File: config.mk
export PLATFORM = sky130hd
export DESIGN_NAME = sync_length_xor_deframer_unit
export DESIGN_NICKNAME = d
export VERILOG_FILES = /design/src/rtl/sld_pkg.sv /design/src/rtl/sync_length_xor_deframer_unit.sv
export SDC_FILE = /design/constraint.sdc
export NUM_CORES = 1
export LEC_CHECK = 0
export BUFFER_PORTS_ARGS = -buffer_cell sky130_fd_sc_hd__buf_2
export CORE_AREA = 3 3 150 152
export CTS_CLUSTER_SIZE = 20
export DETAILED_ROUTE_END_ITERATION = 6
export DIE_AREA = 0 0 153 155
export PLACE_DENSITY_LB_ADDON = 0.3
export SLEW_MARGIN = 20
export SYNTH_ARGS = -nofsm -noshare
export SYNTH_HDL_FRONTEND = slang
export SYNTH_SLANG_ARGS = --single-unit
File: constraint.sdc
create_clock -name clk -period 4.12 [get_ports clk]
set_input_delay 0.206 -clock clk [delete_from_list [all_inputs] [get_ports clk]]
set_output_delay 0.206 -clock clk [all_outputs]
set_load 0.005 [all_outputs]
File: src/rtl/sld_pkg.sv
// Shared constants and helpers for the sync word, length prefixed XOR deframer.
package sld_pkg;

	// Deframer phases.
	localparam logic [2:0] PH_HUNT    = 3'd0;
	localparam logic [2:0] PH_LEN     = 3'd1;
	localparam logic [2:0] PH_PAYLOAD = 3'd2;
	localparam logic [2:0] PH_CHECK   = 3'd3;

	// Result kinds.
	localparam logic [1:0] KIND_DATA    = 2'd0;
	localparam logic [1:0] KIND_GOOD    = 2'd1;
	localparam logic [1:0] KIND_BADSUM  = 2'd2;
	localparam logic [1:0] KIND_TOOLONG = 2'd3;

	localparam logic [15:0] MAX_LENGTH_RESET = 16'd4087;
	localparam logic [7:0]  SYNC_FIRST       = 8'h51;

	typedef logic [7:0] byte_t;

	// Expected sync character for a given match position.
	function automatic byte_t sync_char(input logic [1:0] pos);
		byte_t c;
		case (pos)
			2'd0:    c = 8'h51;
			2'd1:    c = 8'h54;
			2'd2:    c = 8'h53;
			default: c = 8'h4F;
		endcase
		return c;
	endfunction

endpackage

File: src/rtl/sync_length_xor_deframer_unit.sv
// Sync word, length prefixed frame deframer with XOR checksum check.
// Usage: bytes of a received stream enter on the rx channel (rx_valid, rx_stall,
// rx_byte), one word per cycle. The block hunts for the sync characters Q T S O,
// then takes a little endian length of LENGTH_FIELD_BYTES bytes. Each payload
// byte leaves on the res channel as a kind 0 word; the byte after the payload is
// checked against the running XOR and a single status word (good, bad checksum)
// with last_flag set ends the frame. A declared length above max_length gives a
// too-long status at once, and hunting restarts with the following byte.
// Throughput: one byte per cycle while not stalled; the per-byte state update is
// one short pass between the input register and the result register. Reset:
// max_length returns to 4087, the deframer returns to hunting, and both
// registers are emptied. While res_stall holds a result, bytes that make no
// result keep moving; a byte that makes a result waits in the input register and
// rx_stall rises. max_length is written through cfg_we / cfg_wdata; the user
// must write it only while idle, which the block itself does not enforce.
module sync_length_xor_deframer_unit #(
	parameter int LENGTH_FIELD_BYTES = 4
) (
	input  logic                 clk,
	input  logic                 arst_n,
	input  logic                 cfg_we,
	input  logic [15:0]          cfg_wdata,
	input  logic                 rx_valid,
	output logic                 rx_stall,
	input  sld_pkg::byte_t       rx_byte,
	output logic                 res_valid,
	input  logic                 res_stall,
	output logic [1:0]           result_kind,
	output sld_pkg::byte_t       payload_byte,
	output logic [15:0]          frame_length,
	output logic                 last_flag
);
	import sld_pkg::*;

	localparam int AccW = 8 * LENGTH_FIELD_BYTES;
	localparam int CntW = (LENGTH_FIELD_BYTES > 1) ? $clog2(LENGTH_FIELD_BYTES) : 1;
	localparam logic [CntW-1:0] LastIdx = CntW'(LENGTH_FIELD_BYTES - 1);

	logic [15:0]     max_length_q;
	logic            valid_s1;
	byte_t           byte_s1;
	logic [2:0]      phase_q;
	logic [1:0]      sync_matched_q;
	logic [CntW-1:0] len_cnt_q;
	logic [AccW-1:0] len_acc_q;
	logic [15:0]     remaining_q;
	byte_t           xor_q;

	logic            res_valid_q;
	logic [1:0]      kind_q;
	byte_t           pbyte_q;
	logic [15:0]     flen_q;
	logic            last_q;

	logic [2:0]      phase_d;
	logic [1:0]      sync_matched_d;
	logic [CntW-1:0] len_cnt_d;
	logic [AccW-1:0] len_acc_d;
	logic [15:0]     remaining_d;
	byte_t           xor_d;
	logic            emit;
	logic [1:0]      kind_d;
	byte_t           pbyte_d;
	logic [15:0]     flen_d;
	logic [31:0]     acc_new32;
	logic [31:0]     acc_old32;
	logic            advance;
	logic            rx_accept;

	assign acc_old32 = 32'(len_acc_q);

	always_comb begin
		phase_d        = phase_q;
		sync_matched_d = sync_matched_q;
		len_cnt_d      = len_cnt_q;
		len_acc_d      = len_acc_q;
		remaining_d    = remaining_q;
		xor_d          = xor_q;
		emit           = 1'b0;
		kind_d         = KIND_DATA;
		pbyte_d        = '0;
		flen_d         = '0;
		for (int i = 0; i < LENGTH_FIELD_BYTES; i++) begin
			if (len_cnt_q == CntW'(i)) begin
				len_acc_d[8*i +: 8] = byte_s1;
			end
		end
		acc_new32 = 32'(len_acc_d);
		unique case (phase_q)
			PH_HUNT: begin
				len_acc_d = len_acc_q;
				if (byte_s1 == sync_char(sync_matched_q)) begin
					if (sync_matched_q == 2'd3) begin
						phase_d        = PH_LEN;
						sync_matched_d = 2'd0;
						len_cnt_d      = '0;
						len_acc_d      = '0;
						xor_d          = '0;
					end else begin
						sync_matched_d = sync_matched_q + 2'd1;
					end
				end else begin
					sync_matched_d = (byte_s1 == SYNC_FIRST) ? 2'd1 : 2'd0;
				end
			end
			PH_LEN: begin
				if (len_cnt_q != LastIdx) begin
					len_cnt_d = len_cnt_q + CntW'(1);
				end else begin
					len_cnt_d = '0;
					if (acc_new32 > {16'd0, max_length_q}) begin
						emit   = 1'b1;
						kind_d = KIND_TOOLONG;
						flen_d = (acc_new32 > 32'h0000_FFFF) ? 16'hFFFF : acc_new32[15:0];
						phase_d        = PH_HUNT;
						sync_matched_d = 2'd0;
						len_acc_d      = '0;
						remaining_d    = '0;
						xor_d          = '0;
					end else begin
						remaining_d = acc_new32[15:0];
						xor_d       = '0;
						phase_d     = (acc_new32[15:0] == 16'd0) ? PH_CHECK : PH_PAYLOAD;
					end
				end
			end
			PH_PAYLOAD: begin
				len_acc_d   = len_acc_q;
				xor_d       = xor_q ^ byte_s1;
				remaining_d = remaining_q - 16'd1;
				if (remaining_q == 16'd1) begin
					phase_d = PH_CHECK;
				end
				emit    = 1'b1;
				kind_d  = KIND_DATA;
				pbyte_d = byte_s1;
			end
			PH_CHECK: begin
				emit           = 1'b1;
				kind_d         = (byte_s1 == xor_q) ? KIND_GOOD : KIND_BADSUM;
				flen_d         = acc_old32[15:0];
				phase_d        = PH_HUNT;
				sync_matched_d = 2'd0;
				len_cnt_d      = '0;
				len_acc_d      = '0;
				remaining_d    = '0;
				xor_d          = '0;
			end
			default: begin
				phase_d        = PH_HUNT;
				sync_matched_d = 2'd0;
				len_cnt_d      = '0;
				len_acc_d      = '0;
				remaining_d    = '0;
				xor_d          = '0;
			end
		endcase
	end

	// A word with no result may pass even while the output holds a stalled result.
	assign advance   = valid_s1 && (!emit || !res_valid_q || !res_stall);
	assign rx_stall  = valid_s1 && !advance;
	assign rx_accept = rx_valid && !rx_stall;

	always_ff @(posedge clk or negedge arst_n) begin
		if (!arst_n) begin
			max_length_q   <= MAX_LENGTH_RESET;
			valid_s1       <= 1'b0;
			phase_q        <= PH_HUNT;
			sync_matched_q <= 2'd0;
			len_cnt_q      <= '0;
			len_acc_q      <= '0;
			remaining_q    <= '0;
			xor_q          <= '0;
			res_valid_q    <= 1'b0;
		end else begin
			if (cfg_we) begin
				max_length_q <= cfg_wdata;
			end
			if (rx_accept) begin
				valid_s1 <= 1'b1;
			end else if (advance) begin
				valid_s1 <= 1'b0;
			end
			if (advance) begin
				phase_q        <= phase_d;
				sync_matched_q <= sync_matched_d;
				len_cnt_q      <= len_cnt_d;
				len_acc_q      <= len_acc_d;
				remaining_q    <= remaining_d;
				xor_q          <= xor_d;
			end
			if (advance && emit) begin
				res_valid_q <= 1'b1;
			end else if (!res_stall) begin
				res_valid_q <= 1'b0;
			end
		end
	end

	always_ff @(posedge clk) begin
		if (rx_accept) begin
			byte_s1 <= rx_byte;
		end
		if (advance && emit) begin
			kind_q  <= kind_d;
			pbyte_q <= pbyte_d;
			flen_q  <= flen_d;
			last_q  <= (kind_d != KIND_DATA);
		end
	end

	assign res_valid    = res_valid_q;
	assign result_kind  = kind_q;
	assign payload_byte = pbyte_q;
	assign frame_length = flen_q;
	assign last_flag    = last_q;

`ifndef SYNTHESIS
	a_stall_needs_word: assert property (@(posedge clk) disable iff (!arst_n)
		rx_stall |-> valid_s1)
		else $error("rx_stall raised with an empty input register");

	a_data_not_last: assert property (@(posedge clk) disable iff (!arst_n)
		(res_valid && result_kind == KIND_DATA) |-> (!last_flag && frame_length == 16'd0))
		else $error("payload word carries status fields");

	a_status_no_byte: assert property (@(posedge clk) disable iff (!arst_n)
		(res_valid && result_kind != KIND_DATA) |-> (last_flag && payload_byte == 8'd0))
		else $error("status word malformed");

	a_hold_on_stall: assert property (@(posedge clk) disable iff (!arst_n)
		(res_valid && res_stall) |=> (res_valid && $stable(result_kind)
			&& $stable(payload_byte) && $stable(frame_length)))
		else $error("stalled result changed");
`endif

endmodule
==> Word level (Yosys, flattened, before mapping) <==
Cells that the tools add are included.
{ "totals": {"elab_cells": 115, "output_inout_bits": 29, "register_bits": 116, "input_bits": 29} }
{ "classes": {"reduce_logical": 23, "muxes": 50, "addsub": 3, "n_bitwise": 3, "order_cmp": 2, "eq_ne": 20} }
{ "ops": {"columns": ["cell", "count"], "rows": [
  ["32-bit 2-to-1 mux", 4],
  ["32-bit one-hot mux with 3 select lines", 1],
  ["16-bit 2-to-1 mux", 5],
  ["8-bit 2-to-1 mux", 8],
  ["16-bit one-hot mux with 3 select lines", 1],
  ["32-bit by 16-bit greater-than comparator with 1-bit output", 1],
  ["32-bit by 16-bit greater-than comparator with 1-bit output (second input constant)", 1],
  ["16-bit one-hot mux with 2 select lines", 1],
  ["8-bit one-hot mux with 3 select lines", 1],
  ["2-bit 2-to-1 mux", 11],
  ["16-bit by 1-bit equality test with 1-bit output (second input constant)", 1],
  ["8-bit equality test", 2],
  ["16-bit zero test", 1],
  ["16-bit by 1-bit subtractor with 16-bit output (second input constant)", 1],
  ["5-bit one-hot mux with 3 select lines", 1],
  ["3-bit 2-to-1 mux", 4],
  ["2-bit != test (second input constant)", 6],
  ["2-bit one-hot mux with 3 select lines", 2],
  ["4-bit AND reduction", 3],
  ["3-bit one-hot mux with 3 select lines", 1],
  ["2-bit equality test (second input constant)", 4],
  ["8-bit by 7-bit equality test with 1-bit output (second input constant)", 1],
  ["1-bit 2-to-1 mux", 8],
  ["8-bit XOR", 1],
  ["17 further kinds", 31]
]} }

==> Logic depth before layout (Yosys ltp) <==
Gate-level depths: netlist of the first run.
{ "logic_depth": {"ltp_word": 15, "depth_mapped": 14, "depth_no_buf": 12} }

==> Worst setup path before layout of the first run <==
Ideal clock, no wire load.
{ "synth_path": {"kind": "register to register", "start": "register len_cnt_q[1]", "end": "register flen_q[0] (netlist: frame_length[0]), enable pin", "n_path_buf": 1, "required_time_ps": 3700, "t_arrival_ps": 4157, "stages_incl_launch_ff": 14, "synth_period_minus_slack_ps": 4577, "slack_ps": -457, "setup_ps": 420, "cell_sequence": "dfrtp_1 > inv_1 > ha_1 > clkbuf_1 > mux2i_1 > inv_1 > ha_1 > nand4_1 > or2_1 > a211oi_2 > o31ai_1 > nand3_1 > nand3b_1 > a21oi_1"} }
{ "synth_between": {"elab_chain_len": 11, "elab_cells_between_ends": 18, "cone_classes": "order compare (1); eq/ne (4); mux (7); reduce/logical (6)"} }
{ "synth_rtl": {"columns": ["item", "line", "source"], "rows": [
  ["from (decl)", "sync_length_xor_deframer_unit.sv:44", "logic [CntW-1:0] len_cnt_q;"],
  ["from (signal assigned)", "sync_length_xor_deframer_unit.sv:188", "len_cnt_q <= len_cnt_d;"],
  ["2-bit by 1-bit equality test with 1-bit output, or another cell as far along", "sync_length_xor_deframer_unit.sv:84", "if (len_cnt_q == CntW'(i)) begin"],
  ["8-bit 2-to-1 mux", "sync_length_xor_deframer_unit.sv:84", null],
  ["32-bit by 16-bit greater-than comparator with 1-bit output", "sync_length_xor_deframer_unit.sv:111", "if (acc_new32 > {16'd0, max_length_q}) begin"],
  ["1-bit 2-to-1 mux", "sync_length_xor_deframer_unit.sv:111", null],
  ["1-bit 2-to-1 mux *", "sync_length_xor_deframer_unit.sv:107", "if (len_cnt_q != LastIdx) begin"],
  ["1-bit one-hot mux with 2 select lines *", "sync_length_xor_deframer_unit.sv:89", "unique case (phase_q)"],
  ["1-bit zero test", "sync_length_xor_deframer_unit.sv:161", "assign advance = valid_s1 && (!emit || !res_valid_q || !res_stall);"],
  ["1-bit logical OR (2 in series)", "sync_length_xor_deframer_unit.sv:161", null],
  ["1-bit logical AND", "sync_length_xor_deframer_unit.sv:161", null],
  ["1-bit logical AND *", "sync_length_xor_deframer_unit.sv:205", "if (advance && emit) begin"],
  ["to (signal assigned)", "sync_length_xor_deframer_unit.sv:208", "flen_q <= flen_d;"],
  ["to (decl)", "sync_length_xor_deframer_unit.sv:52", "logic [15:0] flen_q;"]
]} }
Mark *: on every way between the ends. The rest lies on a longest branch, timed or not.
A chain may end at the register's enable or synchronous reset.

==> Worst setup path after layout of the first run <==
{ "layout_path": {"start": "register len_cnt_q[1]", "end": "output port rx_stall"} }
{ "layout_between": {"elab_chain_len": 12, "elab_cells_between_ends": 19, "cone_classes": "order compare (1); eq/ne (4); mux (7); reduce/logical (7)"} }
{ "layout_rtl": {"columns": ["item", "line", "source"], "rows": [
  ["2-bit by 1-bit equality test with 1-bit output, or another cell as far along", "sync_length_xor_deframer_unit.sv:84", null],
  ["8-bit 2-to-1 mux", "sync_length_xor_deframer_unit.sv:84", null],
  ["32-bit by 16-bit greater-than comparator with 1-bit output", "sync_length_xor_deframer_unit.sv:111", null],
  ["1-bit 2-to-1 mux", "sync_length_xor_deframer_unit.sv:111", null],
  ["1-bit 2-to-1 mux *", "sync_length_xor_deframer_unit.sv:107", null],
  ["1-bit one-hot mux with 2 select lines *", "sync_length_xor_deframer_unit.sv:89", null],
  ["1-bit zero test *", "sync_length_xor_deframer_unit.sv:161", null],
  ["1-bit logical OR * (2 in series)", "sync_length_xor_deframer_unit.sv:161", null],
  ["1-bit logical AND *", "sync_length_xor_deframer_unit.sv:161", null],
  ["1-bit zero test *", "sync_length_xor_deframer_unit.sv:162", "assign rx_stall = valid_s1 && !advance;"],
  ["1-bit logical AND *", "sync_length_xor_deframer_unit.sv:162", null],
  ["to (decl)", "sync_length_xor_deframer_unit.sv:24", "output logic rx_stall,"]
]} }
Marks and branches as above.

==> results of run 1 <==
==> Yosys cell counts, types with 3 or more instances <==
| library cell | count |
|---|---|
| edfxtp_1 | 35 |
| o211ai_1 | 14 |
| mux2_2 | 10 |
| nand3b_1 | 5 |
| dfstp_2 | 11 |
| nand3_1 | 12 |
| a22o_1 | 28 |
| inv_1 | 56 |
| nand2_1 | 52 |
| nor2_1 | 41 |
| o221ai_1 | 7 |
| nor3_1 | 6 |
| mux2i_1 | 20 |
| ha_1 | 31 |
| and3_1 | 3 |
| mux2_4 | 9 |
| a22oi_1 | 4 |
| and2_1 | 13 |
| dfrtp_1 | 69 |
| clkbuf_1 | 22 |
| nor4_1 | 10 |
| nand4_1 | 17 |
| or2_2 | 3 |
| or4_1 | 3 |
| o22ai_1 | 3 |
| a21oi_1 | 16 |
| or3_1 | 9 |
| buf_2 | 4 |
| nor2b_1 | 3 |
| o21ai_0 | 37 |
| xor2_1 | 12 |
==> path summary, 6_finish.rpt <==
kind / startpoint / end / slack, ns / cells after the start
worst max-delay path: len_cnt_q[1] / rx_stall / 0.30 / 12
max in group asynchronous: arst_n / acc_old32[5] / 3.16 / 2
worst min register to register: acc_old32[28] / acc_old32[28] / 0.49 / 1
worst max register to register: len_cnt_q[1] / frame_length[10] / 0.32 / 13
min in group asynchronous: arst_n / xor_q[3] / 0.39 / 2
worst min-delay path: cfg_wdata[3] / max_length_q[3] / 0.01 / 3
==> worst max-delay path, cell delays in order, from the launching register on <==
cell	delay, ns
dfrtp_1	0.39
inv_1	0.10
ha_2	0.34
mux2i_1	0.33
inv_1	0.07
ha_1	0.30
nand4_1	0.17
nor2_1	0.07
a22o_1	0.25
o31ai_2	0.49
nand3_1	0.25
and3_1	0.27
buf_2	0.14
==> flip-flops by register name, summed over array words and instances (netlist names) <==
register	cells
res_valid	1
payload_byte	8
valid_s1	1
acc_old32	32
len_cnt_q	2
byte_s1	8
frame_length	16
phase_q	2
remaining_q	16
last_flag	1
result_kind	2
xor_q	8
max_length_q	16
sync_matched_q	2
==> stage by stage <==
stage / hold WS (ns) / area (µm²)
floorplan: -0.0896 / 6330
global placement: 0.387 / 7080
detailed placement: 0.388 / 7080
CTS: 0.0000443 / 7910
global route: 0.00577 / 7930
finish: 0.0136 / 7930
==> metal layers <==
layer / vias to the layer above / GRT usage (%) / wire length [µm]
met2: 85 / 21.6 / 7490
met3: 15 / 3.45 / 624
met5: - / 0 / 0
li1: 2410 / - / -
met4: 0 / 5.52 / 352
met1: 2390 / 20.8 / 8470
==> where the power goes <==
| part | total, W | switching (W) | internal (W) |
|---|---|---|---|
| clock network | 0.00162 | 0.000540 | 0.00108 |
| logic | 0.00298 | 0.00183 | 0.00115 |
| registers | 0.00170 | 0.000237 | 0.00146 |
==> layout make-up <==
type | count | area, µm² | area share [%]
Timing Repair Buffer | 109 | 729 | 9.20
Clock inverter | 11 | 171 | 2.16
Inverter | 56 | 210 | 2.65
Tap cell | 275 | 344 | 4.34
Antenna cell | 1 | 2.50 | 0.0315
Clock buffer | 21 | 482 | 6.07
Sequential cell | 115 | 3070 | 38.7
Multi-Input combinational cell | 408 | 2930 | 36.9
==> logic make-up (layout without fill, tap and decap cells) <==
family / after synthesis / in the layout
AOI/OAI and AO/OA: 137 / 137
xor gates and xnor gates: 13 / 13
adders and majority gates: 31 / 31
buffers and inverters: 85 / 197
DFF: 115 / 115
muxes: 39 / 39
other: 0 / 1
and+or+nand+nor: 188 / 188
==> what timing repair did <==
item / CTS / global route
gates resized for setup: 1 / 1
hold buffers: 18 / 1
endpoints found under the hold margin: 18 / 69
endpoints found under the setup margin: 1 / 25
==> summary.txt, run 1 <==
Status
  – Outcome: complete, no violations

Yosys
  – Simple-gate portion of the synthesized area: between 10% and 20%
  – Synth top area share: around 27%
  – Yosys top cell by area: dfrtp_1
  – Number of synthesized flops with an enable pin: 35
  – FF+latch count, synth: ~120
  – Top cells by area, synth: dfrtp_1 (27%), edfxtp_1 (17%), ha_1 (6.1%)
  – Syn Inst Count: ~610
  – Post-Synth Adder-Cell Area: under 10%
  – Multiplexer share of the synthesized area: 7.08%
  – Post-Syn Area per Cell: ~10 µm²
  – Synth Warn #: 0
  – FFs w/ async S/R, synth: 69.6%
  – Post-synthesis cell type count: 66
  – Synth Area in Compound Gates: 15.7%
  – Largest family of logic cells by synthesized area: compound AO/OA/AOI/OAI gates
  – Post-Synth XOR/XNOR Area: about 1.8%
  – Dominant synthesized flop cell: dfrtp_1
  – Syn_nets: roughly 670
  – Seq/Total Area, Yosys: between 40% and 50%
  – Mapped cell area: approximately 0.0063 mm²

STA
  – Final period utilization: slightly above 90%
  – Pin slew with the least headroom to its limit: 0.788 ns
  – Final setup violation count: 0
  – Count of final hold-check violations: 0
  – Final TNS setup: 0 ns
  – RSZ-0062 raised after global routing: false
  – Clk_skew: between 0.015 and 0.02 ns
  – Setup WS post-layout: 0.302 ns
  – Fmax achieved: ~260 MHz
  – Min cycle time layout: approximately 3.8 ns
  – Final max-slew violation count: 0
  – Slew margin rel.: about 47%

Run
  – Max-cap violations: 0

Floorplan
  – Die X: about 150 µm
  – Initial core utilization: approximately 30%
  – Die Height: 155 µm
  – Placement Rows: 53
  – I/O Pins: 58
  – CORE AREA: 0.0212 mm²
  – Die area: approximately 0.024 mm²

Finish
  – Most frequent cells in the layout: dfrtp_1 (69), inv_1 (56), buf_2 (56), nand2_1 (52), nor2_1 (41)
  – Share of cells above drive strength 1: a little under a quarter
  – Final nets: roughly 770
  – Layout Cells excl Fill: approximately 1000
  – # fillers: between 2000 and 2500
  – Syn-to-layout area delta: 25.4%
  – Most common cell after layout, fill and taps aside: dfrtp_1
  – Finished Core Util: a little under two fifths

Power and ir drop
  – P_leak: 3.62 nW
  – PD cells: about 790 mW/mm²
  – Power, Total: approximately 0.0063 W
  – Max IR drop VDD: between 0.4 and 0.5 mV

Drt
  – Final Routed Wirelength: 16.9 mm
  – Via count: 4900
  – DRC viols: 0
  – Wirelength per Cell: about 17 µm
  – Routed Antenna Nets: 0
  – Initial drt markers: 273
  – Drt pass-1 iters: 4
  – Vias/cell: about 4.9

Global routing
  – Largest net degree at the start of global routing: between 80 and 90
  – Vias in the first global route: slightly below 5000
  – Gr usage total: between 10% and 20%
  – GRT overflow: 0
  – Initial antenna violation count: 1
  – First-pass GRT wire length: roughly 27 mm

Place
  – PortBufs: between 50 and 60
  – Cell count after placement: 944
  – Pre-CTS setup slack: about 0.018 ns
  – Detailed Place HPWL: 12.3 mm
  – Placer's final routability congestion estimate: ~0.85

Worst setup path
  – CP endpoint kind: output port
  – CP Launch Type: flip-flop
  – Setup CP Type: flip-flop to output port
  – Worst EP required: 3.91 ns
  – Max FO, Critical Path: 8
  – Arrival @ worst endpoint: 3.61 ns

Clock tree
  – CTS max path bufs: 2
  – CTS Root Cell: clkbuf_16
  – Worst-Skew Late Latency: between 0.4 and 0.5 ns
  – Total CTS buffers: 17
  – CTS sink count: 115
  – Max H-tree Level: 4
  – CTS tree: yes
  – Setup Buffers After CTS: 0
  – Reg clk slew, reported paths: ~0.06 ns

Hold path
  – HP Class: input port to flip-flop
Note: power is estimated with default switching activity, not from simulation.
==> run 2, diff against run 1 <==
REMOVE_ABC_BUFFERS = 1   (was default)
SKIP_CTS_REPAIR_TIMING = 1   (was default)
==> summary.txt, run 2 (synthesized netlist as in run 1, its figures left out) <==
Worst setup path
  – Arrival @ worst endpoint: between 4 and 5 ns
  – Worst EP required: between 4 and 5 ns
  – Reg-to-reg critical path startpoint: len_cnt_q[1]
  – Critical path's slowest cell: a311o_2
  – CP endpoint kind: flip-flop
  – R2R cell count: 12
  – Most common cell on crit path: inv_1
  – CP delay by family, top: compound AO/OA/AOI/OAI gates
  – CP Launch Type: flip-flop
  – R2R Path End: acc_old32[2]
  – Max FO, Critical Path: 18
  – Crit path buffers/inverters: 2
  – R2r setup slk: around 0.29 ns
  – Crit-path cells: inv_1 -> ha_2 -> mux2i_1 -> inv_1 -> ha_1 -> nand4_1 -> or2_1 -> a211oi_4 -> o31ai_4 -> a311o_2 -> nand2_4 -> mux2_2
  – Setup CP Type: flip-flop to flip-flop
  – Max stage delay on crit path: between 0.4 and 0.5 ns

STA
  – Min cycle time layout: 3.83 ns
  – Pin slew with the least headroom to its limit: about 0.8 ns
  – Setup WS post-layout: about 0.29 ns
  – Hold WS: -0.00829 ns
  – Slew margin rel.: between 40% and 50%
  – Count of final hold-check violations: 2
  – Clk_skew: ~0.013 ns
  – Fmax achieved: between 200 and 300 MHz
  – RSZ-0062 raised after global routing: false
  – Final max-slew violation count: 0
  – Final setup violation count: 0
  – Final period utilization: 92.9%

Floorplan
  – Die Height: 155 µm
  – I/O Pins: 58
  – Die area: ~0.024 mm²
  – Die X: roughly 150 µm
  – Initial core utilization: between 20% and 30%
  – Placement Rows: 53
  – CORE AREA: around 0.021 mm²

Place
  – Cell count after placement: approximately 940
  – PortBufs: between 50 and 60
  – Placed inst area: between 0.007 and 0.008 mm²
  – Placer's final routability congestion estimate: between 0.8 and 0.9
  – Detailed Place HPWL: about 13 mm
  – Pre-CTS setup slack: -0.133 ns

Drt
  – Via count: approximately 5000
  – Routed Antenna Nets: 0
  – Drt pass-1 iters: 4
  – Vias/cell: 5.10
  – DRC viols: 0
  – Initial drt markers: around 530
  – Final Routed Wirelength: 17.7 mm
  – Wirelength per Cell: 18.0 µm

Clock tree
  – CTS Root Cell: clkbuf_16
  – Max H-tree Level: 4
  – Worst-Skew Late Latency: 0.42 ns
  – Reg clk slew, reported paths: roughly 0.06 ns
  – CTS sink count: about 120
  – CTS tree: yes
  – Total CTS buffers: 17
  – CTS max path bufs: 2

Global routing
  – Vias in the first global route: around 5000
  – First-pass GRT wire length: between 20 and 30 mm
  – Initial antenna violation count: 0
  – GRT overflow: 0
  – Gr usage total: 15.2%
  – Largest net degree at the start of global routing: 49

Finish
  – Final nets: 758
  – Most common cell after layout, fill and taps aside: dfrtp_1
  – Number of diodes: 0
  – Max reg flops: 32
  – # fillers: between 2000 and 2500
  – Share of cells above drive strength 1: 23.2%
  – Most frequent cells in the layout: dfrtp_1 (69), inv_1 (56), buf_2 (56), nand2_1 (52), nor2_1 (41)
  – Layout Cells excl Fill: just under 1000
  – Final non-filler cell area: 0.00773 mm²
  – Syn-to-layout area delta: 22.2%

Power and ir drop
  – Sw Ratio: between 40 and 50%
  – Switch Pwr: around 0.0026 W
  – Combinational power share: between 50% and 60%
  – PD cells: 785 mW/mm²
  – Int Pwr: between 0.003 and 0.004 W
  – Max IR drop VDD: 0.307 mV
  – Clock Power Share: 22.1%
  – Sequential share of power: between 20% and 30%
  – P_leak: roughly 3.5 nW

Hold path
  – Min-delay src: cfg_wdata[15]
  – HP Class: input port to flip-flop
  – Hold path cells: 3
  – Worst Hold End: max_length_q[15]

Status
  – Failing checks: hold timing
  – Outcome: finished, violations left

Run
  – Max-cap violations: 0
## run 2: cell types whose count changed in the layout (fill, tap and decap cells not counted), sizes merged
cell | previous run | this run
bufinv | 4 | 1
diode | 1 | 0
clkinv | 5 | 9
inv | 58 | 56
clkbuf | 21 | 19
clkinvlp | 0 | 2
dlygate4sd3 | 19 | 11
buf | 90 | 89
## run 2: how the worst max path moves through the flow
stage	startpoint	end	slack, ns	depth (start not counted)
global placement	len_cnt_q[1]	frame_length[15]	-0.15	11
CTS	len_cnt_q[1]	rx_stall	-0.25	12
floorplan	len_cnt_q[1]	frame_length[0]	-0.34	12
global route	len_cnt_q[1]	acc_old32[6]	0.03	12
finish	len_cnt_q[1]	acc_old32[2]	0.29	12
detailed placement	len_cnt_q[1]	frame_length[0]	-0.13	11
## run 2: worst register-to-register path: stages (launching register included)
cell      delay, ns
dfrtp_1        0.40
inv_1          0.11
ha_2           0.35
mux2i_1        0.27
inv_1          0.13
ha_1           0.31
nand4_1        0.20
or2_1          0.34
a211oi_4       0.34
o31ai_4        0.15
a311o_2        0.44
nand2_4        0.28
mux2_2         0.39
## run 2: layout make-up
cell class,count,area [µm²],area share (%)
Sequential cell,115,3070,39.7
Multi-Input combinational cell,408,2950,38.1
Timing Repair Buffer,100,638,8.25
Clock buffer,19,433,5.60
Tap cell,275,344,4.45
Inverter,56,210,2.72
Clock inverter,12,93.8,1.21
## run 2: power groups by stage
stage | logic, W | clock network, W | registers (W)
3_3_place_gp | 0.00299 | 0 | 0.00172
5_1_grt | 0.00336 | 0.00142 | 0.00173
3_5_place_dp | 0.00298 | 0 | 0.00171
6_report | 0.00303 | 0.00134 | 0.00170
4_1_cts | 0.00299 | 0.00137 | 0.00169
2_1_floorplan | 0.00201 | 0 | 0.00164
## run 2: stage by stage
stage                     utilization, %  hold slack, ns  TNS (ns)  total power [W]
after detailed placement            33.4           0.284     -2.15          0.00469
after global routing                36.5         0.00205         0          0.00652
after floorplan                        -         -0.0896     -9.09          0.00365
final                               36.5        -0.00829         0          0.00607
after global placement              33.4           0.288     -2.68          0.00470
after CTS                           35.9          -0.165     -3.11          0.00605
## run 2: metal layers
metal / up-vias / wire, µm / GRT usage, %
met3: 31 / 787 / 3.48
met4: 0 / 539 / 6.32
met2: 161 / 7990 / 23.0
li1: 2378 / - / -
met1: 2454 / 8400 / 21.0
met5: - / 0 / 0
==> run 3, diff against run 2 <==
ABC_AREA = 1   (was default)
CORE_AREA = 3 3 156 158   (was 3 3 150 152)
DIE_AREA = 0 0 159 161   (was 0 0 153 155)
==> summary.txt, run 3 <==
Status
  – Outcome: finished, violations left
  – Failing checks: hold timing

Finish
  – Final nets: roughly 1000
  – Most frequent cells in the layout: nand2_1 (303), inv_1 (103), o21ai_0 (72), dfrtp_1 (69), nor2_1 (65)
  – Syn-to-layout area delta: 18.0%
  – Share of cells above drive strength 1: roughly 15%
  – Max reg flops: 32
  – Most common cell after layout, fill and taps aside: nand2_1
  – Number of diodes: 0
  – Final non-filler cell area: roughly 0.0081 mm²
  – # fillers: approximately 2500
  – Layout Cells excl Fill: roughly 1300

Floorplan
  – Die Height: ~160 µm
  – Die area: roughly 0.026 mm²
  – I/O Pins: 58
  – CORE AREA: ~0.023 mm²
  – Die X: approximately 160 µm
  – Placement Rows: 56
  – Initial core utilization: about 30%

Global routing
  – Global route hottest layer: met2
  – Initial antenna violation count: 0
  – Largest net degree at the start of global routing: between 40 and 50
  – M2 GR Usage: 23.0%
  – First-pass GRT wire length: a little over 30 mm
  – Vias in the first global route: 5836
  – M1 GR Usage: 21.6%
  – Gr usage total: between 10% and 20%
  – Met3 usage: ~3.4%
  – GRT overflow: 0

Yosys
  – Post-Synth Adder-Cell Area: approximately 5.6%
  – Largest family of logic cells by synthesized area: simple AND/OR/NAND/NOR gates
  – Number of synthesized flops with an enable pin: 35
  – Multiplexer share of the synthesized area: less than 1%
  – Synth Area in Compound Gates: around 8.0%
  – Top cells by area, synth: dfrtp_1 (25%), nand2_1 (16%), edfxtp_1 (15%)
  – Post-synthesis cell type count: 39
  – Post-Syn Area per Cell: about 7.6 µm²
  – FF+latch count, synth: 115
  – FFs w/ async S/R, synth: between 60% and 70%
  – Seq/Total Area, Yosys: around 44%
  – Synth top area share: about a quarter
  – Simple-gate portion of the synthesized area: 31.2%
  – Most numerous cell in the Yosys netlist: nand2_1
  – Post-Synth XOR/XNOR Area: ~1.1%
  – Synth Warn #: 0
  – Mapped cell area: 0.00690 mm²
  – Dominant synthesized flop cell: dfrtp_1
  – Top post-synthesis cells by count: nand2_1 (303), inv_1 (103), o21ai_0 (73)
  – Syn Inst Count: between 900 and 1000
  – Yosys top cell by area: dfrtp_1

Drt
  – Vias/cell: 4.62
  – Wirelength per Cell: 14.7 µm
  – Routed Antenna Nets: 0
  – Final Routed Wirelength: ~19 mm
  – Drt pass-1 iters: 7
  – Initial drt markers: about 430
  – DRC viols: 0
  – Via count: between 6000 and 7000

Clock tree
  – Reg clk slew, reported paths: 0.06 ns
  – Max H-tree Level: 4
  – CTS max path bufs: 2
  – Worst-Skew Late Latency: between 0.4 and 0.5 ns
  – CTS tree: yes
  – Total CTS buffers: 17
  – CTS Root Cell: clkbuf_16
  – CTS sink count: around 120

STA
  – Count of final hold-check violations: 6
  – Min cycle time layout: between 3 and 4 ns
  – Final period utilization: 90.6%
  – Setup WS post-layout: slightly below 0.4 ns
  – Fmax achieved: 268 MHz
  – Hold WS: -0.0142 ns
  – Final TNS setup: 0 ns
  – Final setup violation count: 0
  – Slew margin rel.: a little under a third
  – Clk_skew: between 0.009 and 0.01 ns
  – Pin slew with the least headroom to its limit: ~1.0 ns
  – Final max-slew violation count: 0
  – RSZ-0062 raised after global routing: false

Power and ir drop
  – P_leak: just over 4 nW
  – PD cells: about 340 mW/mm²
  – Switch Pwr: between 0.0007 and 0.0008 W
  – Max IR drop VDD: between 0.2 and 0.25 mV
  – Int Pwr: ~0.0021 W
  – Sw Ratio: 25.2%
  – Sequential share of power: a little over two fifths
  – Clock Power Share: between 50 and 60%
  – Combinational power share: roughly 5.5%

Worst setup path
  – CP endpoint kind: flip-flop
  – Arrival @ worst endpoint: between 3 and 4 ns
  – Worst EP required: around 4.2 ns
  – CP Launch Type: flip-flop
  – R2r setup slk: around 0.39 ns
  – Setup CP Type: flip-flop to flip-flop
  – Max FO, Critical Path: 24

Run
  – Max-cap violations: 0

Place
  – PortBufs: 57
  – Placer's final routability congestion estimate: 0.875
  – Detailed Place HPWL: between 10 and 15 mm
  – Pre-CTS setup slack: ~0.23 ns
  – Cell count after placement: 1266
  – Placed inst area: between 0.007 and 0.008 mm²

Hold path
  – HP Class: input port to flip-flop
run 3: changes by cell type in the layout (fill, tap and decap cells not counted), moves of 18 or more:
cell / delta
a22o_1: -28
nand3_1: +43
nor2_1: +24
o21ai_0: +35
nand2_1: +251
inv_1: +47
mux2i_1: -20
buf_4: -18
run 3: kinds of logic after synthesis:
kind of cell | after synthesis
AND/OR/NAND/NOR | 498
XOR/XNOR | 9
adder cells (fa/ha/maj) | 31
AO/OA/AOI/OAI | 108
multiplexers | 1
buffers and inverters | 150
flip-flops | 115
run 3: critical path, cell delays in order, from the launching register on:
cell and delay (ns):
dfrtp_1 0.43, inv_1 0.10, ha_1 0.52, nand2_1 0.12
o21ai_1 0.30, ha_1 0.34, a21oi_1 0.15, nor2_1 0.05
nor2_1 0.08, nand2_1 0.08, nand2_1 0.06, nand3_1 0.12
nand4_2 0.17, nand2_2 0.10, nand3_4 0.10, nand2_2 0.07
inv_4 0.16, nand3_1 0.13, inv_1 0.13, buf_12 0.20
run 3: per-layer routing:
metal	vias to the layer above	share of wire (%)	routed length [µm]
li1	3034	-	-
met1	2811	50	9640
met2	160	42	8050
met3	33	5.5	1050
met4	0	2.3	447
met5	-	0	0
run 3: worst paths after layout:
kind / start / to / cells past startpoint
setup / recovery: len_cnt_q[0] / frame_length[11] / 19
hold / removal: cfg_wdata[3] / max_length_q[3] / 3
setup reg to reg: len_cnt_q[0] / frame_length[11] / 19
hold reg to reg: acc_old32[30] / acc_old32[30] / 2
max in group asynchronous: arst_n / max_length_q[8] / 3
min in group asynchronous: arst_n / xor_q[7] / 2
run 3: area by class of cell:
cell class | count | area [µm²] | share of cell area (%)
Clock buffer | 18 | 429 | 5.27
Clock inverter | 14 | 131 | 1.61
Inverter | 113 | 428 | 5.26
Multi-Input combinational cell | 647 | 3180 | 39.1
Sequential cell | 115 | 3070 | 37.7
Tap cell | 319 | 399 | 4.90
Timing Repair Buffer | 81 | 503 | 6.18
run 3: through the flow:
stage               util (%)  hold WS, ns  power [W]
finish                  35.0      -0.0142    0.00280
global route            35.0      0.00125    0.00290
CTS                     34.6       -0.163    0.00281
detailed placement      32.2        0.290    0.00140
global placement        32.2        0.285    0.00140
floorplan                  -      -0.0896    0.00132
run 3: power by group through the flow:
stage / Sequential, W / Clock (W) / Combinational, W
2_1_floorplan: 0.00124 / 0 / 0.0000827
3_3_place_gp: 0.00125 / 0 / 0.000147
3_5_place_dp: 0.00125 / 0 / 0.000150
4_1_cts: 0.00123 / 0.00143 / 0.000151
5_1_grt: 0.00123 / 0.00148 / 0.000181
6_report: 0.00123 / 0.00141 / 0.000154
